==> src/rts_pkg.sv <==
// ----------------------------------------------------------------------------
// rts_pkg: shared types and constants for the Robinson triangle subdivider
// Request and child formats, fixed-point constants and the golden split.
// ----------------------------------------------------------------------------
package rts_pkg;

	localparam int COORD_W   = 24;
	localparam int FRAC_BITS = 20;
	localparam int SLOT_W    = 16;

	localparam int QUEUE_DEPTH_DEF = 4;

	// 1/phi in Q0.32, rounded to nearest at FRAC_BITS fraction bits
	localparam longint unsigned INV_PHI_Q32 = 64'd2654435769;
	localparam logic [FRAC_BITS-1:0] INV_PHI = FRAC_BITS'(
		(INV_PHI_Q32 + (64'd1 << (31 - FRAC_BITS))) >> (32 - FRAC_BITS));

	localparam logic [SLOT_W:0] SLOTS_PER_REQ = (SLOT_W + 1)'(3);

	localparam logic KIND_THICK = 1'b0;
	localparam logic KIND_THIN  = 1'b1;

	typedef logic signed [COORD_W-1:0] coord_t;

	typedef struct packed {
		logic   kind;
		coord_t ax;
		coord_t ay;
		coord_t bx;
		coord_t by_coord;
		coord_t cx;
		coord_t cy;
		logic   batch_end;
	} parent_t;

	typedef struct packed {
		logic              child_kind;
		coord_t            child_ax;
		coord_t            child_ay;
		coord_t            child_bx;
		coord_t            child_by;
		coord_t            child_cx;
		coord_t            child_cy;
		logic [SLOT_W-1:0] slot;
		logic              last_child;
	} child_t;

	// Work item between front and back: vertices, split points, first slot
	typedef struct packed {
		logic              kind;
		coord_t            ax;
		coord_t            ay;
		coord_t            bx;
		coord_t            by;
		coord_t            cx;
		coord_t            cy;
		coord_t            p0x;
		coord_t            p0y;
		coord_t            p1x;
		coord_t            p1y;
		logic [SLOT_W-1:0] slot;
	} work_t;

	// base + floor((to - base) / phi), arithmetic shift rounds toward minus infinity
	function automatic coord_t golden_point(input coord_t base, input coord_t to);
		logic signed [COORD_W:0]             diff;
		logic signed [COORD_W+FRAC_BITS+1:0] prod;
		logic signed [COORD_W+FRAC_BITS+1:0] shifted;
		logic signed [COORD_W:0]             sum;
		diff    = (COORD_W + 1)'(to) - (COORD_W + 1)'(base);
		prod    = (COORD_W + FRAC_BITS + 2)'(diff * $signed({1'b0, INV_PHI}));
		shifted = prod >>> FRAC_BITS;
		sum     = (COORD_W + 1)'(base) + shifted[COORD_W:0];
		return sum[COORD_W-1:0];
	endfunction

endpackage

==> src/rts_queue.sv <==
// ----------------------------------------------------------------------------
// rts_queue: work queue between front and back
// Small register FIFO; each side stalls on its own.
// ----------------------------------------------------------------------------
module rts_queue
	import rts_pkg::*;
#(
	parameter int DEPTH = QUEUE_DEPTH_DEF
) (
	input  logic  clk,
	input  logic  arst_n,
	input  logic  push_valid,
	output logic  push_ready,
	input  work_t push_item,
	output logic  pop_valid,
	input  logic  pop_ready,
	output work_t pop_item
);

	localparam int PTR_W = (DEPTH > 1) ? $clog2(DEPTH) : 1;
	localparam int CNT_W = $clog2(DEPTH + 1);

	work_t            entries_q [DEPTH];
	logic [PTR_W-1:0] wr_ptr_q;
	logic [PTR_W-1:0] rd_ptr_q;
	logic [CNT_W-1:0] count_q;

	logic push;
	logic pop;

	assign push_ready = (count_q != CNT_W'(DEPTH));
	assign pop_valid  = (count_q != '0);
	assign push       = push_valid && push_ready;
	assign pop        = pop_valid && pop_ready;
	assign pop_item   = entries_q[rd_ptr_q];

	always_ff @(posedge clk or negedge arst_n) begin
		if (!arst_n) begin
			wr_ptr_q <= '0;
			rd_ptr_q <= '0;
			count_q  <= '0;
		end else begin
			if (push) begin
				wr_ptr_q <= (wr_ptr_q == PTR_W'(DEPTH - 1)) ? '0 : wr_ptr_q + 1'b1;
			end
			if (pop) begin
				rd_ptr_q <= (rd_ptr_q == PTR_W'(DEPTH - 1)) ? '0 : rd_ptr_q + 1'b1;
			end
			if (push && !pop) begin
				count_q <= count_q + 1'b1;
			end else if (pop && !push) begin
				count_q <= count_q - 1'b1;
			end
		end
	end

	always_ff @(posedge clk) begin
		if (push) begin
			entries_q[wr_ptr_q] <= push_item;
		end
	end

endmodule

==> config.mk <==
export PLATFORM = sky130hd
export DESIGN_NAME = rts_queue
export DESIGN_NICKNAME = d
export VERILOG_FILES = /design/src/rts_pkg.sv /design/src/rts_queue.sv
export SDC_FILE = /design/constraint.sdc
export NUM_CORES = 1
export LEC_CHECK = 0
export ABC_AREA = 1
export BUFFER_PORTS_ARGS = -buffer_cell sky130_fd_sc_hd__buf_2
export CAP_MARGIN = 15
export CORE_MARGIN = 2
export CORE_UTILIZATION = 25
export CTS_BUF_LIST = sky130_fd_sc_hd__clkbuf_16
export CTS_CLUSTER_SIZE = 16
export DETAILED_ROUTE_END_ITERATION = 8
export SETUP_SLACK_MARGIN = 0.1
export SKIP_CTS_REPAIR_TIMING = 1
export SYNTH_ARGS = -nofsm -noshare
export SYNTH_HDL_FRONTEND = slang
export SYNTH_SLANG_ARGS = --single-unit
==> constraint.sdc <==
create_clock -name clk -period 26.7 [get_ports clk]
set_input_delay 1.335 -clock clk [delete_from_list [all_inputs] [get_ports clk]]
set_output_delay 1.335 -clock clk [all_outputs]
set_load 0.02 [all_outputs]
* Word-level counts from Yosys, hierarchy flattened
Memory sizes are Yosys's and may differ from the RTL's.
Cells that the tools add are included.
** Operators by class
- Add/subtract/negate cells :: 4
- Equal/unequal tests :: 3
- Muxes and demuxes :: 6
- Reduce and logical (&&, ||, !) cells :: 8
** Operators by type and width (count)
- 3-bit 2-to-1 mux :: 2
- 2-bit by 1-bit adder with 2-bit output, second input constant :: 2
- 2-bit equality test, second input constant :: 2
- 1-bit logical AND :: 4
- 2-bit 2-to-1 mux :: 2
- 3-bit by 1-bit adder with 3-bit output, second input constant :: 1
- 3-bit inequality test, second input constant :: 1
- 3-bit nonzero test :: 1
- 3-bit by 1-bit subtractor with 3-bit output, second input constant :: 1
- 1-bit zero test :: 2
- 1-bit 2-to-1 mux :: 2
- 2-bit nonzero test :: 1
** Word-level totals
- Flip-flop bits (word level) :: 7
- RAM bits :: 1028
- Input bits :: 261
- Word-level logic and storage cells :: 25
- Memories :: 1
** Memories
- entries_q :: depth 4, width 257, rd ports 1, clocked after Yosys merged registers in 0, wr ports 1, RTL line rts_queue.sv:23 : work_t entries_q [DEPTH];

* Depth between registers and ports, before layout
- Depth after elaboration :: 6
- Mapped depth :: 12
- Depth with buffers taken out :: 12

* Least setup slack after synthesis
No wires, ideal clock.
- Path type :: input -> register
- Start :: input push_valid
- End :: memory entries_q[0][0] (netlist name) (enable)
- Setup time :: 881 ps
- Data arrival time :: 12141 ps
- Data required time :: 25819 ps
- Slack :: 13678 ps
- Stages :: 2
- Buffers on the path :: 0
- Cell sequence :: nand2_1 > nor2_1
** On the way
- Longest elaborated chain between the ends :: 3
** Ends and longest elaborated chain
- start, declared :: RTL line rts_queue.sv:12 : input logic push_valid,
- 1-bit logical AND :: RTL line rts_queue.sv:33 : assign push = push_valid && push_ready;
- 1-bit 2-to-1 mux :: RTL line rts_queue.sv:58 : if (push) begin
- 1-bit 2-to-1 mux (implied by the code) :: RTL line rts_queue.sv:59 : entries_q[wr_ptr_q] <= push_item;
- end, declared :: RTL line rts_queue.sv:23
No other way between the ends.

==> results.tsv <==
stage	metric	value	unit
clock_tree	TritonCTS clock tree	done	
clock_tree	htree depth	3	
route	Vias/cell	4.12	
sta	fin crit share	0.269	
sta	final number of max-transition violations	0	
route	ANT nets after route	0	
worst_setup_path	Worst Path Required	25360	ps
worst_setup_path	Critical Path End	pop_item[45]	
route	post-DR wirelength/cell	16.0	um
grt	vias in the first global route	23000	
finish	FF+latch area	31100	um^2
power_and_ir_drop	net switching power	2140	uW
yosys	Syn Inst Count	3058	
power_and_ir_drop	PwrDens	115	nW/um^2
outcome	run status	completed	
power_and_ir_drop	PnR Total Power	5670	uW
floorplanning	Top Ports	520	
placed_design	I/O Buffers	519	
floorplanning	Initial Util	0.251	
placed_design	gpl congestion	0.755	
worst_setup_path	Reg2Reg Setup Slack	21980	ps
worst_setup_path	Reg2Reg Depth	8	
worst_setup_path	crit path from	rd_ptr_q[0]	
sta	f_max	0.139	GHz
finish	# nets final	3818	
finish	Final Core Density	0.300	
sta	Hold Fails Final Rpt	0	
clock_tree	clk sinks	1035	
yosys	Synth top area share	0.748	
worst_setup_path	Worst Path Arrival	5840	ps
grt	Tot GR Track Use	0.108	
yosys	post-synth cell types	19	
clock_tree	Clk pin slew, worst setup/hold paths	60	ps
worst_setup_path	r2r endpoint	entries_q[1][54]	
worst_setup_path	startpoint class of the critical path	register	
route	drt first pass iters	5	
yosys	Ys Warns	0	
power_and_ir_drop	switch share	0.379	
grt	global-route wire length before repair	139000	um
power_and_ir_drop	Power Internal	3520	uW
clock_tree	number of CTS-inserted buffers	108	
sta	setup tns final	0	ps
yosys	Area contributors post-synth	edfxtp_1 (75%), o211ai_1 (9.2%), nand2_1 (7.2%), inv_1 (4.8%), buf_6 (1.5%)	
route	routed wire length	93500	um
worst_setup_path	CP max FO	201	
yosys	number of synthesized register bits	1035	
power_and_ir_drop	sequential group share of total power	0.391	
floorplanning	core area	164000	um^2
yosys	cell taking the most area after synthesis	edfxtp_1	
yosys	Synth Area per Inst	13.5	um^2
finish	# fillers	16400	
placed_design	DP Cell Count	5629	
floorplanning	Core Rows	149	
finish	commonest cells after routing, fill and taps aside	edfxtp_1 (1028), nand2_1 (786), inv_1 (552)	
grt	largest net degree at the start of global routing	202	
min_path	min-delay worst type	input port to asynchronous set/reset pin	
power_and_ir_drop	clock power share	0.262	
route	Vias	24100	
finish	share of layout cells above drive strength 1	0.198	
yosys	post-synthesis sequential area ratio	0.753	
finish	Layout Area Growth over Synthesis	19.6	%
worst_setup_path	CP endpoint kind	output pin	
floorplanning	chip height	410	um
worst_setup_path	Crit Path Category	register to output pin	
sta	Clock Skew	58.7	ps
clock_tree	CTS root buffer	clkbuf_16	
grt	total congestion overflow	0	
worst_setup_path	reg2reg start	count_q[0]	
power_and_ir_drop	Max VDD drop	0.133	mV
yosys	synthesized cell area	41200	um^2
sta	# setup viols final	0	
finish	Post-Layout Cell Count	5845	
sta	worst slew pin tran	1130	ps
grt	initial antenna violation count	32	
sta	RSZ-0062 raised after global routing	false	
sta	Worst slew margin	0.247	
finish	commonest non-fill, non-tap cell in the layout	edfxtp_1	
power_and_ir_drop	Lkg Pwr	0.0190	uW
clock_tree	Clk Latency, worst-skew pair	750	ps
clock_tree	worst-case clock buffer depth	3	
floorplanning	total die area	168000	um^2
finish	area of the multi-input gates	7050	um^2
sta	fin crit period	7170	ps
route	# DRC	0	
placed_design	hpwl dp	56400	um
run	max-capacitance violation count	0	
route	DRT iter0 DRCs	1326	
floorplanning	Die Width	410	um
power_and_ir_drop	Comb pwr share	0.346	
yosys	Post-Syn Nets	3326	
==> how the worst min path moves through the flow <==
stage | to | startpoint | slack (ps) | cells past startpoint
3_3_place_gp | count_q[2] | count_q[2] | 490 | 2
2_1_floorplan | count_q[2] | count_q[2] | 460 | 2
5_1_grt | count_q[1] | arst_n | 360 | 1
6_report | count_q[1] | arst_n | 420 | 1
3_5_place_dp | count_q[2] | count_q[2] | 490 | 2
4_1_cts | count_q[2] | arst_n | 330 | 1
==> synth_stat cells, drive strengths merged <==
master  number
dfrtp        7
nand2      786
o21ai        1
xnor2        1
o211ai     514
fa           1
buf        146
ha           6
nand4        1
inv        528
nand3        7
edfxtp    1028
nor2         6
clkbuf      26
==> flip-flops by register name (all words and copies together), names as in the netlist <==
| register | cells |
|---|---|
| count_q | 3 |
| entries_q | 1028 |
| rd_ptr_q | 2 |
| wr_ptr_q | 2 |
==> through the flow <==
step | setup WS (ps) | hold slack, ps | cell area (um^2)
floorplan | 13680 | 463 | 41200
global placement | 20550 | 486 | 45700
detailed placement | 20380 | 486 | 45700
CTS | 19520 | 333 | 49300
global route | 19070 | 364 | 49300
finish | 19530 | 417 | 49300
==> cells by family after synthesis <==
logic type      Yosys count  share of synthesized area
fa+ha+maj                 7                    0.00231
xor+xnor                  1                   0.000212
compound gates          515                     0.0946
flops                  1035                      0.753
simple gates            800                     0.0731
buf+inv                 700                     0.0771
==> per-layer routing <==
metal  track usage  vias to the layer above  routed length, um
li1              -                    11700                  -
met1         0.127                    11500              38000
met2         0.182                      589              45900
met3        0.0314                      191               6510
met4        0.0460                       30               2940
met5             0                        -                188
==> power by group through the flow <==
stage | Clock [uW] | Sequential [uW] | Combinational (uW)
after detailed placement | 0 | 2250 | 2010
after floorplan | 0 | 2350 | 1390
after global placement | 0 | 2240 | 1990
after global routing | 1600 | 2240 | 2160
after CTS | 1540 | 2220 | 2010
final | 1490 | 2220 | 1960
==> worst max-delay path, stage by stage, from the launching register on <==
cell	delay [ps]
dfrtp_4	1070
buf_4	740
buf_4	810
buf_12	590
buf_4	900
nand2_1	180
o211ai_1	130
nand2_1	80
buf_2	160
==> layout make-up <==
class / instances / share of cell area
antenna: 16 / 0.000812
clock buffer: 108 / 0.0548
clock inverter: 92 / 0.0174
inverter: 528 / 0.0403
multi-input combinational: 1323 / 0.143
sequential: 1035 / 0.629
tap: 2189 / 0.0555
timing repair buffer: 554 / 0.0587
(Power assumes the default switching activity.)
