[src/rts_pkg.sv]
// ----------------------------------------------------------------------------
// rts_pkg: shared types and constants for the Robinson triangle subdivider
// Request and child formats, fixed-point constants and the golden split.
// ----------------------------------------------------------------------------
package rts_pkg;

	localparam int COORD_W   = 24;
	localparam int FRAC_BITS = 20;
	localparam int SLOT_W    = 16;

	localparam int QUEUE_DEPTH_DEF = 4;

	// 1/phi in Q0.32, rounded to nearest at FRAC_BITS fraction bits
	localparam longint unsigned INV_PHI_Q32 = 64'd2654435769;
	localparam logic [FRAC_BITS-1:0] INV_PHI = FRAC_BITS'(
		(INV_PHI_Q32 + (64'd1 << (31 - FRAC_BITS))) >> (32 - FRAC_BITS));

	localparam logic [SLOT_W:0] SLOTS_PER_REQ = (SLOT_W + 1)'(3);

	localparam logic KIND_THICK = 1'b0;
	localparam logic KIND_THIN  = 1'b1;

	typedef logic signed [COORD_W-1:0] coord_t;

	typedef struct packed {
		logic   kind;
		coord_t ax;
		coord_t ay;
		coord_t bx;
		coord_t by_coord;
		coord_t cx;
		coord_t cy;
		logic   batch_end;
	} parent_t;

	typedef struct packed {
		logic              child_kind;
		coord_t            child_ax;
		coord_t            child_ay;
		coord_t            child_bx;
		coord_t            child_by;
		coord_t            child_cx;
		coord_t            child_cy;
		logic [SLOT_W-1:0] slot;
		logic              last_child;
	} child_t;

	// Work item between front and back: vertices, split points, first slot
	typedef struct packed {
		logic              kind;
		coord_t            ax;
		coord_t            ay;
		coord_t            bx;
		coord_t            by;
		coord_t            cx;
		coord_t            cy;
		coord_t            p0x;
		coord_t            p0y;
		coord_t            p1x;
		coord_t            p1y;
		logic [SLOT_W-1:0] slot;
	} work_t;

	// base + floor((to - base) / phi), arithmetic shift rounds toward minus infinity
	function automatic coord_t golden_point(input coord_t base, input coord_t to);
		logic signed [COORD_W:0]             diff;
		logic signed [COORD_W+FRAC_BITS+1:0] prod;
		logic signed [COORD_W+FRAC_BITS+1:0] shifted;
		logic signed [COORD_W:0]             sum;
		diff    = (COORD_W + 1)'(to) - (COORD_W + 1)'(base);
		prod    = (COORD_W + FRAC_BITS + 2)'(diff * $signed({1'b0, INV_PHI}));
		shifted = prod >>> FRAC_BITS;
		sum     = (COORD_W + 1)'(base) + shifted[COORD_W:0];
		return sum[COORD_W-1:0];
	endfunction

endpackage

[src/rts_back.sv]
// ----------------------------------------------------------------------------
// rts_back: child sequencer
// Walks the children of the work item at the queue head, one per cycle
// while the receiver is ready, into an output register.
// ----------------------------------------------------------------------------
module rts_back
	import rts_pkg::*;
(
	input  logic   clk,
	input  logic   arst_n,
	input  logic   work_valid,
	output logic   work_ready,
	input  work_t  work,
	output logic   child_valid,
	input  logic   child_ready,
	output child_t child
);

	logic [1:0] idx_q;
	logic       out_valid_q;
	child_t     child_q;

	logic   load;
	logic   last;
	child_t next_child;

	assign load = work_valid && (!out_valid_q || child_ready);
	assign last = (work.kind == KIND_THIN) ? (idx_q == 2'd2) : (idx_q == 2'd1);
	assign work_ready = load && last;

	always_comb begin
		next_child            = '0;
		next_child.slot       = work.slot + SLOT_W'(idx_q);
		next_child.last_child = last;
		if (work.kind == KIND_THIN) begin
			// Q in p0, R in p1
			unique case (idx_q)
				2'd0: begin
					next_child.child_kind = KIND_THIN;
					next_child.child_ax = work.p1x; next_child.child_ay = work.p1y;
					next_child.child_bx = work.p0x; next_child.child_by = work.p0y;
					next_child.child_cx = work.bx;  next_child.child_cy = work.by;
				end
				2'd1: begin
					next_child.child_kind = KIND_THICK;
					next_child.child_ax = work.p0x; next_child.child_ay = work.p0y;
					next_child.child_bx = work.p1x; next_child.child_by = work.p1y;
					next_child.child_cx = work.ax;  next_child.child_cy = work.ay;
				end
				default: begin
					next_child.child_kind = KIND_THIN;
					next_child.child_ax = work.ax;  next_child.child_ay = work.ay;
					next_child.child_bx = work.p0x; next_child.child_by = work.p0y;
					next_child.child_cx = work.cx;  next_child.child_cy = work.cy;
				end
			endcase
		end else begin
			// P in p0
			if (idx_q == 2'd0) begin
				next_child.child_kind = KIND_THICK;
				next_child.child_ax = work.cx;  next_child.child_ay = work.cy;
				next_child.child_bx = work.p0x; next_child.child_by = work.p0y;
				next_child.child_cx = work.bx;  next_child.child_cy = work.by;
			end else begin
				next_child.child_kind = KIND_THIN;
				next_child.child_ax = work.p0x; next_child.child_ay = work.p0y;
				next_child.child_bx = work.cx;  next_child.child_by = work.cy;
				next_child.child_cx = work.ax;  next_child.child_cy = work.ay;
			end
		end
	end

	always_ff @(posedge clk or negedge arst_n) begin
		if (!arst_n) begin
			idx_q       <= '0;
			out_valid_q <= 1'b0;
		end else begin
			if (child_ready) begin
				out_valid_q <= 1'b0;
			end
			if (load) begin
				out_valid_q <= 1'b1;
				idx_q       <= last ? 2'd0 : idx_q + 2'd1;
			end
		end
	end

	always_ff @(posedge clk) begin
		if (load) begin
			child_q <= next_child;
		end
	end

	assign child_valid = out_valid_q;
	assign child       = child_q;

endmodule

[config.mk]
export PLATFORM = sky130hd
export DESIGN_NAME = rts_back
export DESIGN_NICKNAME = d
export VERILOG_FILES = /design/src/rts_pkg.sv /design/src/rts_back.sv
export SDC_FILE = /design/constraint.sdc
export NUM_CORES = 1
export LEC_CHECK = 0
export BUFFER_PORTS_ARGS = -buffer_cell sky130_fd_sc_hd__buf_2
export CAP_MARGIN = 20
export CORE_AREA = 2 2 167 169
export CTS_CLUSTER_DIAMETER = 50
export DETAILED_ROUTE_END_ITERATION = 10
export DIE_AREA = 0 0 169 171
export PLACE_DENSITY = 0.73
export SYNTH_ARGS = -nofsm -noshare
export SYNTH_HDL_FRONTEND = slang
export SYNTH_SLANG_ARGS = --single-unit
[constraint.sdc]
create_clock -name clk -period 5.2 [get_ports clk]
set_input_delay 1.04 -clock clk [delete_from_list [all_inputs] [get_ports clk]]
set_output_delay 1.04 -clock clk [all_outputs]
set_load 0.02 [all_outputs]
After elaboration in Yosys (flattened, before gate mapping):

Cells that the tools add are included.

* add/sub/neg operators: 2
* equal/unequal tests: 2
* muxes and demuxes: 7
* reduce and logical (&&, ||, !) cells: 6

Operators with widths (number)
* 145-bit 2-to-1 mux: 2
* 145-bit case mux with 2 select lines: 1
* 16-bit by 2-bit adder with 16-bit output: 1
* 1-bit 2-to-1 mux: 3
* 2-bit by 1-bit adder with 2-bit output, second input constant: 1
* 2-bit by 1-bit == test with 1-bit output, second input constant: 1
* 2-bit == test, second input constant: 1
* 1-bit logical AND: 2
* 2-bit zero test: 1
* 2-bit 2-to-1 mux: 1
* 2-bit nonzero test: 1
* 1-bit zero test: 1
* 1-bit logical OR: 1

* register bits after elaboration: 165
* bits of input ports: 261
* output and inout bits: 164
* word-level logic and storage cells: 28

Depth between registers and ports, before layout:

* word-level depth: 4
* mapped depth: 9
* depth with buffers taken out: 6

Worst setup path after synthesis:

OpenSTA, ideal clock, no wires.

* path type: input to register
* from: in child_ready
* to: reg child_q (netlist bit child[0]), enable pin
* library setup time: 515 ps
* arrival: 4396 ps
* required time: 4685 ps
* slack: 289 ps
* stages on the path: 3
* buffers on the path: 0
* cell sequence: nand2b_1 -> nand2_1 -> inv_1

* word-level cells in the longest chain between the ends: 2

RTL lines
* start: declaration: RTL line rts_back.sv:15 `input logic child_ready,`
* 1-bit logical OR: RTL line rts_back.sv:27 `assign load = work_valid && (!out_valid_q || child_ready);`
* 1-bit logical AND: RTL line rts_back.sv:27
* named net load: RTL line rts_back.sv:23 `logic load;`
* end signal: assignment: RTL line rts_back.sv:90 `child_q <= next_child;`
* end: declaration: RTL line rts_back.sv:21 `child_t child_q;`

The timed path passes the listed nets, and every way through them passes these cells.
A chain may end at the register's enable or synchronous reset.

Final worst setup path:

* from: in work[256] in the netlist's numbering
* to: out work_ready

* word-level cells in the longest chain between the ends: 2

RTL lines
* start: declaration: RTL line rts_back.sv:13 `input work_t work,`
* 1-bit 2-to-1 mux: RTL line rts_back.sv:28 `assign last = (work.kind == KIND_THIN) ? (idx_q == 2'd2) : (idx_q == 2'd1);`
* named net last: RTL line rts_back.sv:24 `logic last;`
* 1-bit logical AND: RTL line rts_back.sv:29 `assign work_ready = load && last;`
* end: declaration: RTL line rts_back.sv:12 `output logic work_ready,`

The timed path passes the listed nets, and every way through them passes these cells.

==> flow_summary.ini <==
[status]
status = finished clean

[floorplanning]
die_x_um = 169
rows = 61
core_area_um2 = 27300
start_util = 0.357
dieArea_um2 = 28900
pin_count = 425
die_y_um = 171

[sta]
relSlewSlack = 0.321
skew_ps = 14.7
finalCriticalPeriod_ps = 3400
fin_crit_sh = 0.653
setup_violations = 0
worstMarginPinSlew_ps = 1020
max_freq_mhz = 295
setup_tns_ps = 0
rsz0062_at_grt = no
final_max_slew_viol_count = 0
hold_violations = 0

[synth]
synthesis.area_um2 = 9750
synthMuxAreaShare = 0.0576
yosys.cell_count.top_type = edfxtp_1
synth_cells = 936
ys.flop_type = edfxtp_1
synth_top_family_by_area = compound AO/OA/AOI/OAI gates
synth_top_area_frac = 0.499
seq_area_frac_synth = 0.507
netlist_top_cells_count = edfxtp_1, nand2_1, a22oi_1
synth-simple-area-share = 0.137
ys_types = 36
synth-xor-area-share = 0.0126
synth.avg_cell_area_um2 = 10.4
netlist_top_cells_area = edfxtp_1, a22oi_1, nor2b_1
syn_nets = 1204
yosys.area_share.adder = 0.00975
yosysTopAreaCell = edfxtp_1
async_flop_share = 0.0182
synth-seq-cells = 165
yosys_warnings = 0
synth_edf_count = 162
synth-compound-area-share = 0.231

[detailed_routing]
dr.first_iter.drc_count = 773
drt_pass1_iterations = 7
num_vias = 9374
drc_errors = 0
viasPerCell = 5.63
wire_per_inst_um = 19.4
ant_nets = 0
drt_wl_total_mm = 32.4

[placed_design]
placed_cell_area_um2 = 12000
gp_congestion = 0.833
port_buffers = 424
hpwlAfterDp_mm = 22.5

[critical_path]
crit_chain = buf_6 > mux2_2 > and3_1 > buf_2
r2r_cells = 7
end_kind = output port
crit_slowest_cell = buf_6
critPathLaunchType = input port
regToRegSetupSlack_ps = 2050
rr_startpoint = idx_q[1]
cp_max_fo = 104
path_class = input port to output port
required_ps = 4160
critPathTopFamily = buffers and inverters
reg2reg_to = child[33]
critPathArrivalTime_ps = 2360
max_stage_delay_ps = 530
path_buf_inv = 2

[clock_tree]
ctsHoldBuffers = 0
clk_pin_slew_ps = 70
cts_inserted_buffers = 17
post_cts_buffers = 0
clockBufferDepth = 2
cts-htree-levels = 4
clk_latency_ps = 430
cts_root_buf = clkbuf_16
cts_resized = 0
cts_tree = yes
cts.sinks = 165

[global_route]
grt_max_degree = 187
gr-usage-met1 = 0.263
overflow = 0
grt_pass1_vias = 8826
grt_antenna_before_repair = 4
grtUsageMet2 = 0.347
grt_busiest_layer = met2
gr-usage-all-layers = 0.211
grt_pass1_wl_mm = 47.7
grt_util_met3 = 0.0567

[min_path]
hold_path.class = input port to asynchronous set/reset pin

[layout]
fin_nets = 1571
drive_gt1_frac = 0.397
finalInstanceArea_um2 = 12600
syn2layout_area_growth_pct = 29.3

[flow_run]
maxCapViolCount = 0

[pwr]
power.density_nw_per_um2 = 452
p_total_w = 0.00569
ir_worst_vdd_mv = 0.375
leakagePower_nw = 5.12
-- where the power goes --
part / switching [W] / internal (W) / leakage (nW)
Sequential: 0.0000736 / 0.00184 / 1.58
Clock: 0.000568 / 0.000705 / 0.275
Combinational: 0.00161 / 0.000893 / 3.27
-- cells by family after synthesis --
kind of cell             Yosys count
flip-flops                       165
multiplexers                      50
AND/OR/NAND/NOR                  269
XOR/XNOR                          14
AO/OA/AOI/OAI                    340
adder cells (fa/ha/maj)            7
buffers and inverters             91
-- flip-flops by register name, indices dropped and copies added, names as in the netlist --
signal and flops:
child_valid 1, idx_q 2, child 162
-- area by class of cell --
class                      instances  area, um^2
clock buffer                      18         429
sequential                       165        4940
clock inverter                    13         134
multi-input combinational        680        4420
timing repair buffer             433        2220
tap                              346         433
inverter                           6        27.5
fill                            2579       14700
antenna                            3        7.51
-- stage by stage --
step | util | cells | hold slack [ps] | worst slack [ps]
global placement | 0.441 | 1630 | 515 | 1820
floorplan | - | 936 | 526 | 289
global route | 0.461 | 1664 | 377 | 1720
CTS | 0.461 | 1661 | 377 | 1800
finish | 0.461 | 1664 | 396 | 1800
detailed placement | 0.441 | 1630 | 524 | 1800
-- cell usage in the layout, fill, tap and decap left out, drive strengths merged, types with 9 or more instances in the layout --
cell | synthesis | final
a21oi | 49 | 49
clkbuf | 14 | 18
nand2 | 149 | 149
buf | 71 | 433
a211oi | 48 | 48
xnor2 | 9 | 9
mux2 | 49 | 49
a31oi | 48 | 48
a22oi | 144 | 144
edfxtp | 162 | 162
nor2b | 97 | 97
o21ai | 49 | 49
-- worst register-to-register path, delay by kind of cell (launching register included) --
kind                       cells  cell delay (ps)
buffers and inverters          3             1210
adders and majority gates      1              610
DFF                            1              430
AOI/OAI and AO/OA              2              330
and+or+nand+nor                1              290
-- metal layers --
| metal | routed length, um | vias up |
|---|---|---|
| li1 | - | 4305 |
| met1 | 13000 | 4474 |
| met2 | 15500 | 525 |
| met3 | 2820 | 70 |
| met4 | 1010 | 0 |
| met5 | 0 | - |
-- worst max path at each step --
| stage | startpoint | to | slack (ps) | cells past startpoint |
|---|---|---|---|---|
| floorplan | child_ready | child[0] | 290 | 3 |
| global placement | work[256] | work_ready | 1820 | 4 |
| detailed placement | work[256] | work_ready | 1800 | 4 |
| CTS | work[256] | work_ready | 1800 | 4 |
| global route | idx_q[1] | work_ready | 1720 | 5 |
| finish | work[256] | work_ready | 1800 | 4 |
Power figures use the tool's default switching activity.
