===== src/rts_pkg.sv =====
// ----------------------------------------------------------------------------
// rts_pkg: shared types and constants for the Robinson triangle subdivider
// Request and child formats, fixed-point constants and the golden split.
// ----------------------------------------------------------------------------
package rts_pkg;

	localparam int COORD_W   = 24;
	localparam int FRAC_BITS = 20;
	localparam int SLOT_W    = 16;

	localparam int QUEUE_DEPTH_DEF = 4;

	// 1/phi in Q0.32, rounded to nearest at FRAC_BITS fraction bits
	localparam longint unsigned INV_PHI_Q32 = 64'd2654435769;
	localparam logic [FRAC_BITS-1:0] INV_PHI = FRAC_BITS'(
		(INV_PHI_Q32 + (64'd1 << (31 - FRAC_BITS))) >> (32 - FRAC_BITS));

	localparam logic [SLOT_W:0] SLOTS_PER_REQ = (SLOT_W + 1)'(3);

	localparam logic KIND_THICK = 1'b0;
	localparam logic KIND_THIN  = 1'b1;

	typedef logic signed [COORD_W-1:0] coord_t;

	typedef struct packed {
		logic   kind;
		coord_t ax;
		coord_t ay;
		coord_t bx;
		coord_t by_coord;
		coord_t cx;
		coord_t cy;
		logic   batch_end;
	} parent_t;

	typedef struct packed {
		logic              child_kind;
		coord_t            child_ax;
		coord_t            child_ay;
		coord_t            child_bx;
		coord_t            child_by;
		coord_t            child_cx;
		coord_t            child_cy;
		logic [SLOT_W-1:0] slot;
		logic              last_child;
	} child_t;

	// Work item between front and back: vertices, split points, first slot
	typedef struct packed {
		logic              kind;
		coord_t            ax;
		coord_t            ay;
		coord_t            bx;
		coord_t            by;
		coord_t            cx;
		coord_t            cy;
		coord_t            p0x;
		coord_t            p0y;
		coord_t            p1x;
		coord_t            p1y;
		logic [SLOT_W-1:0] slot;
	} work_t;

	// base + floor((to - base) / phi), arithmetic shift rounds toward minus infinity
	function automatic coord_t golden_point(input coord_t base, input coord_t to);
		logic signed [COORD_W:0]             diff;
		logic signed [COORD_W+FRAC_BITS+1:0] prod;
		logic signed [COORD_W+FRAC_BITS+1:0] shifted;
		logic signed [COORD_W:0]             sum;
		diff    = (COORD_W + 1)'(to) - (COORD_W + 1)'(base);
		prod    = (COORD_W + FRAC_BITS + 2)'(diff * $signed({1'b0, INV_PHI}));
		shifted = prod >>> FRAC_BITS;
		sum     = (COORD_W + 1)'(base) + shifted[COORD_W:0];
		return sum[COORD_W-1:0];
	endfunction

endpackage


===== src/rts_front.sv =====
// ----------------------------------------------------------------------------
// rts_front: request intake and capacity check
// Accepts parent requests, drops them when the batch has run out of slots,
// computes the golden split points and pushes work items to the queue.
// ----------------------------------------------------------------------------
module rts_front
	import rts_pkg::*;
(
	input  logic              clk,
	input  logic              arst_n,
	input  logic              cfg_valid,
	input  logic [SLOT_W-1:0] cfg_data,
	input  logic              parent_valid,
	output logic              parent_ready,
	input  parent_t           parent,
	output logic              push_valid,
	input  logic              push_ready,
	output work_t             push_item
);

	logic [SLOT_W-1:0] capacity_q;
	logic [SLOT_W-1:0] emitted_q;
	logic              stopped_q;
	logic              valid_s1;
	parent_t           req_s1;
	logic [SLOT_W-1:0] slot_s1;

	logic accept;
	logic stop;
	logic [SLOT_W:0] need;

	assign parent_ready = !valid_s1 || push_ready;
	assign accept       = parent_valid && parent_ready;
	assign need         = {1'b0, emitted_q} + SLOTS_PER_REQ;
	assign stop         = stopped_q || (need > {1'b0, capacity_q});

	always_ff @(posedge clk or negedge arst_n) begin
		if (!arst_n) begin
			capacity_q <= '1;
		end else if (cfg_valid) begin
			capacity_q <= cfg_data;
		end
	end

	always_ff @(posedge clk or negedge arst_n) begin
		if (!arst_n) begin
			emitted_q <= '0;
			stopped_q <= 1'b0;
			valid_s1  <= 1'b0;
		end else begin
			if (push_ready) begin
				valid_s1 <= 1'b0;
			end
			if (accept) begin
				valid_s1 <= !stop;
				if (parent.batch_end) begin
					emitted_q <= '0;
					stopped_q <= 1'b0;
				end else if (stop) begin
					stopped_q <= 1'b1;
				end else begin
					emitted_q <= emitted_q + ((parent.kind == KIND_THIN) ?
						SLOT_W'(3) : SLOT_W'(2));
				end
			end
		end
	end

	always_ff @(posedge clk) begin
		if (accept) begin
			req_s1  <= parent;
			slot_s1 <= emitted_q;
		end
	end

	// thick splits A toward B; thin splits B toward A and B toward C
	always_comb begin
		push_item.kind = req_s1.kind;
		push_item.ax   = req_s1.ax;
		push_item.ay   = req_s1.ay;
		push_item.bx   = req_s1.bx;
		push_item.by   = req_s1.by_coord;
		push_item.cx   = req_s1.cx;
		push_item.cy   = req_s1.cy;
		push_item.slot = slot_s1;
		if (req_s1.kind == KIND_THIN) begin
			push_item.p0x = golden_point(req_s1.bx, req_s1.ax);
			push_item.p0y = golden_point(req_s1.by_coord, req_s1.ay);
		end else begin
			push_item.p0x = golden_point(req_s1.ax, req_s1.bx);
			push_item.p0y = golden_point(req_s1.ay, req_s1.by_coord);
		end
		push_item.p1x = golden_point(req_s1.bx, req_s1.cx);
		push_item.p1y = golden_point(req_s1.by_coord, req_s1.cy);
	end

	assign push_valid = valid_s1;

endmodule


===== config.mk =====
export PLATFORM = sky130hd
export DESIGN_NAME = rts_front
export DESIGN_NICKNAME = d
export VERILOG_FILES = /design/src/rts_pkg.sv /design/src/rts_front.sv
export SDC_FILE = /design/constraint.sdc
export NUM_CORES = 2
export LEC_CHECK = 0
export ABC_AREA = 1
export BUFFER_PORTS_ARGS = -buffer_cell sky130_fd_sc_hd__buf_2
export CORE_ASPECT_RATIO = 0.7
export CORE_MARGIN = 1.5
export CORE_UTILIZATION = 28
export CTS_CLUSTER_DIAMETER = 100
export DETAILED_ROUTE_END_ITERATION = 10
export PLACE_DENSITY_LB_ADDON = 0.2
export SLEW_MARGIN = 20
export SYNTH_ARGS = -nofsm -noshare
export SYNTH_HDL_FRONTEND = slang
export SYNTH_SLANG_ARGS = --single-unit
export TNS_END_PERCENT = 30

===== constraint.sdc =====
create_clock -name clk -period 21.4 [get_ports clk]
set_input_delay 4.28 -clock clk [delete_from_list [all_inputs] [get_ports clk]]
set_output_delay 4.28 -clock clk [all_outputs]
set_load 0.01 [all_outputs]

Yosys cells after proc, flatten, opt, wreduce, memory -nomap -nowiden
Index checks and enable logic that the tools add are counted.
- $add $sub $neg: 14
- $mul: 6
- magnitude comparators: 1
- equal/unequal tests: 1
- mux-type cells: 8
- reductions and logical operators: 9
- operators with widths (kind ; number):
    25-bit by 18-bit multiplier with 41-bit output (second input constant) ; 6
    24-bit by 24-bit subtractor with 25-bit output ; 6
    24-bit adder ; 6
    48-bit two-way mux ; 1
    16-bit two-way mux ; 2
    16-bit by 2-bit adder with 17-bit output (second input constant) ; 1
    17-bit by 16-bit greater-than comparator with 1-bit output ; 1
    16-bit by 2-bit adder with 16-bit output ; 1
    1-bit two-way mux ; 5
    2-bit AND reduction ; 2
    2-bit nonzero test ; 2
    1-bit zero test ; 2
    1-bit logical OR ; 2
    2-bit inequality test (second input constant) ; 1
    1-bit logical AND ; 1
- bits in registers: 195
- input port bits: 167
- output and inout bits: 259
- logic and storage cells: 51

Depth between registers and ports, before layout
- word-level depth: 5
- mapped depth: 50
- mapped depth without buffers: 50

Least setup slack after synthesis
OpenSTA, ideal clock, no wires.
- kind: reg-to-output
- start: register req_s1, in the netlist push_item[161]
- end: output push_item[37] (netlist name)
- data arrival time: 8.397 ns
- required time: 17.120 ns
- setup slack: 8.723 ns
- cell stages (with the launch flop): 36
- buffers on the path: 0
- cells stage by stage: edfxtp_1 -> inv_1 -> ha_1 -> nand2_1 -> nor3_1 -> nor3_1 -> o21ai_0 -> a31oi_1 -> o21ai_0 -> xor2_1 -> ha_1 -> fa_1 -> fa_1 -> fa_1 -> fa_1 -> inv_1 -> fa_1 -> inv_1 -> ha_1 -> nand2_1 -> nor4_1 -> nand2_1 -> o21bai_1 -> a21oi_1 -> xnor2_1 -> ha_1 -> nand2_1 -> nor2_1 -> nand3_1 -> o21ai_0 -> a21oi_1 -> o21ai_0 -> nand2_1 -> nand2_1 -> nand2_1 -> nand2_1
- RTL lines (item ; RTL line ; source):
    start, declared ; rts_front.sv:25 ; parent_t req_s1;
    start signal, assigned ; rts_front.sv:71 ; req_s1 <= parent;
    end, declared ; rts_front.sv:18 ; output work_t push_item

==> impl_metrics.toml <==
[min_path]
hp-start = "capacity_q[8]$_DFFE_PN1P_"
hold_class = "reg2reg"

[critical_path]
cp-start-kind = "flop"
crit_start = "push_item[161]$_DFFE_PP_"
crit_path_top_delay_cell = "xor2_2"
end_kind = "output pin"
path_class = "reg2out"
r2r-start = "emitted_q[0]$_DFFE_PN0P_"
cp_slowest_stage_delay_ns = 0.77
cp.required_ns = 17.12
critPathArrivalTime_ns = 12.20
worst_path_most_repeated_cell = "fa_1"
critPathMaxFanout = 9

[synthesis]
ys.flop_type = "edfxtp_1"
ys_warn_count = 0
syn-num-nets = 12351
yosys-top-cells-area = "fa_1 32%, ha_1 21%, inv_1 12%"
synth_cell_type_count = 66
synth-async-reset-ratio = 0.174
syn-instance-count = 9573
synth_area_sq_um = 78800
yosysTopAreaCell = "fa_1"
synth_edf_count = 161
yosysTopAreaCellShare = 0.324
syn_avg_cell_area_sq_um = 8.24
synth_seq_area_share = 0.0724
synth_seq_cells = 195

[timing]
slew_headroom = 0.223
finalCriticalPeriod_ns = 16.48
period_share = 0.770
final_hold_viol_count = 0
fin_worst_skew_ns = 0.0333
timing.fmax_mhz = 60.7
tightest_slew_ns = 1.16
tns_ns = 0
setup_viol = 0
rsz0062_at_grt = "no"
slew_viol_final = 0

[layout]
final_cell_mix = "2584 x inv_1, 1449 x nand2_1, 1333 x ha_1, 1278 x fa_1, 570 x a21oi_1"
fin_nets = 12826
drive_gt1_frac = 0.0683
nFillCells = 29938
areaGrowthSynthToFinish_pct = 10.1
design_area_sq_um = 86800
final_common_cell = "inv_1"

[global_routing]
grt_pass1_vias = 66065
grt_pass1_wl_mm = 453
antenna_found_initial = 23
grt_max_degree = 68
overflow = 0
grt_usage = 0.217

[clock_tree]
clk_latency_ns = 0.61
htreeDepth = 4
tritoncts = "built"
post-cts-setup-buffer-count = 0
ctsHoldBuffers = 0
clk_pin_slew_ns = 0.13
cts_sinks = 195
cts.path.max_buffers = 2
cts_root_buf = "clkbuf_16"
post_cts_resized = 0
numCtsBuffers = 17

[outcome]
status = "finished, final reports clean"

[route]
vias_per_cell = 4.75
routed_wl_mm = 308
wl_per_cell_microns = 22.4
drtIter0Drc = 5608
drc_errors = 0
dr_total_vias = 65315
postRouteAntennaNets = 0
drt_first_pass_iters = 8

[placed_design]
place_congestion = 1.03
place_hpwl_mm = 277
port_buffers = 425
place_area_sq_um = 86200

[die]
row_count = 162
core_area_sq_um = 279000
io_pins = 426
start_util = 0.282
die_h_microns = 447
die_area_sq_um = 285000
fp.dieW_microns = 637

[flow_run]
cap_viol_max_count = 0
-- per-layer routing --
metal	up-vias	global-route usage	share of wire
li1	30508	-	-
met1	32557	0.343	0.51
met2	2051	0.299	0.39
met3	195	0.0373	0.071
met4	4	0.0500	0.026
met5	-	0	0.00052
-- Yosys cell counts, types with 7 or more instances --
| library cell | count |
|---|---|
| a211oi_1 | 11 |
| a21boi_0 | 12 |
| a21o_1 | 76 |
| a21oi_1 | 570 |
| a221oi_1 | 7 |
| a31oi_1 | 51 |
| and3_1 | 7 |
| buf_2 | 16 |
| buf_4 | 12 |
| clkbuf_1 | 18 |
| dfrtp_1 | 18 |
| dfstp_2 | 16 |
| edfxtp_1 | 161 |
| fa_1 | 1278 |
| ha_1 | 1333 |
| inv_1 | 2586 |
| inv_2 | 13 |
| nand2_1 | 1449 |
| nand2_2 | 21 |
| nand3_1 | 246 |
| nand3_2 | 8 |
| nand3b_1 | 13 |
| nand4_1 | 56 |
| nor2_1 | 552 |
| nor2_2 | 8 |
| nor3_1 | 69 |
| nor4_1 | 24 |
| o211ai_1 | 11 |
| o21a_1 | 36 |
| o21ai_0 | 325 |
| o21ai_1 | 21 |
| o21bai_1 | 69 |
| xnor2_1 | 98 |
| xor2_1 | 304 |
| xor2_2 | 11 |
-- worst max-delay path, delay by kind of cell (launching register included) --
kind                       cells  cell delay, ns
AOI/OAI and AO/OA              9            2.64
xor gates and xnor gates       3            1.68
adders and majority gates      9            4.01
buffers and inverters          5            0.75
DFF                            1            0.68
and+or+nand+nor                8            1.81
-- state kept, by name, summed over array words and instances, names as in the netlist --
register,flops
capacity_q,16
stopped_q,1
push_item,145
slot_s1,16
emitted_q,16
push_valid,1
-- per-stage QoR --
| stage | setup WS, ns | util | hold WS [ns] | cells |
|---|---|---|---|---|
| floorplan | 8.72 | - | 0.423 | 9573 |
| global placement | 5.45 | 0.308 | 0.490 | 13719 |
| detailed placement | 5.70 | 0.308 | 0.492 | 13719 |
| CTS | 4.95 | 0.311 | 0.508 | 13751 |
| global route | 4.27 | 0.311 | 0.532 | 13754 |
| finish | 4.92 | 0.311 | 0.505 | 13757 |
-- cell type report --
cell class	instances	area, sq um	area share
Multi-Input combinational cell	6726	63300	0.730
Inverter	2599	9760	0.112
Sequential cell	195	5710	0.0657
Tap cell	3690	4620	0.0532
Timing Repair Buffer	509	2760	0.0318
Clock buffer	17	425	0.00490
Clock inverter	15	204	0.00235
Antenna cell	6	15.0	0.000173
-- path summary, 6_finish.rpt --
check / end / slack [ns] / cells after the start
max in group asynchronous: emitted_q[4]$_DFFE_PN0P_ / 17.11 / 1
min reg2reg: capacity_q[8]$_DFFE_PN1P_ / 0.51 / 2
max reg2reg: emitted_q[4]$_DFFE_PN0P_ / 18.21 / 19
min in group asynchronous: emitted_q[11]$_DFFE_PN0P_ / 3.77 / 1
max: push_item[32] / 4.92 / 34
min: capacity_q[8]$_DFFE_PN1P_ / 0.51 / 2
-- logic make-up after synthesis --
logic type / Yosys count / synth area share
buffers and inverters: 2652 / 0.127
adder cells (fa/ha/maj): 2611 / 0.536
AND/OR/NAND/NOR: 2477 / 0.130
AO/OA/AOI/OAI: 1223 / 0.0874
XOR/XNOR: 414 / 0.0473
flip-flops: 195 / 0.0724
multiplexers: 1 / 0.000143
Power is not shown: default switching activity piles up to over one toggle a cycle in this logic, so the estimate is an artifact.
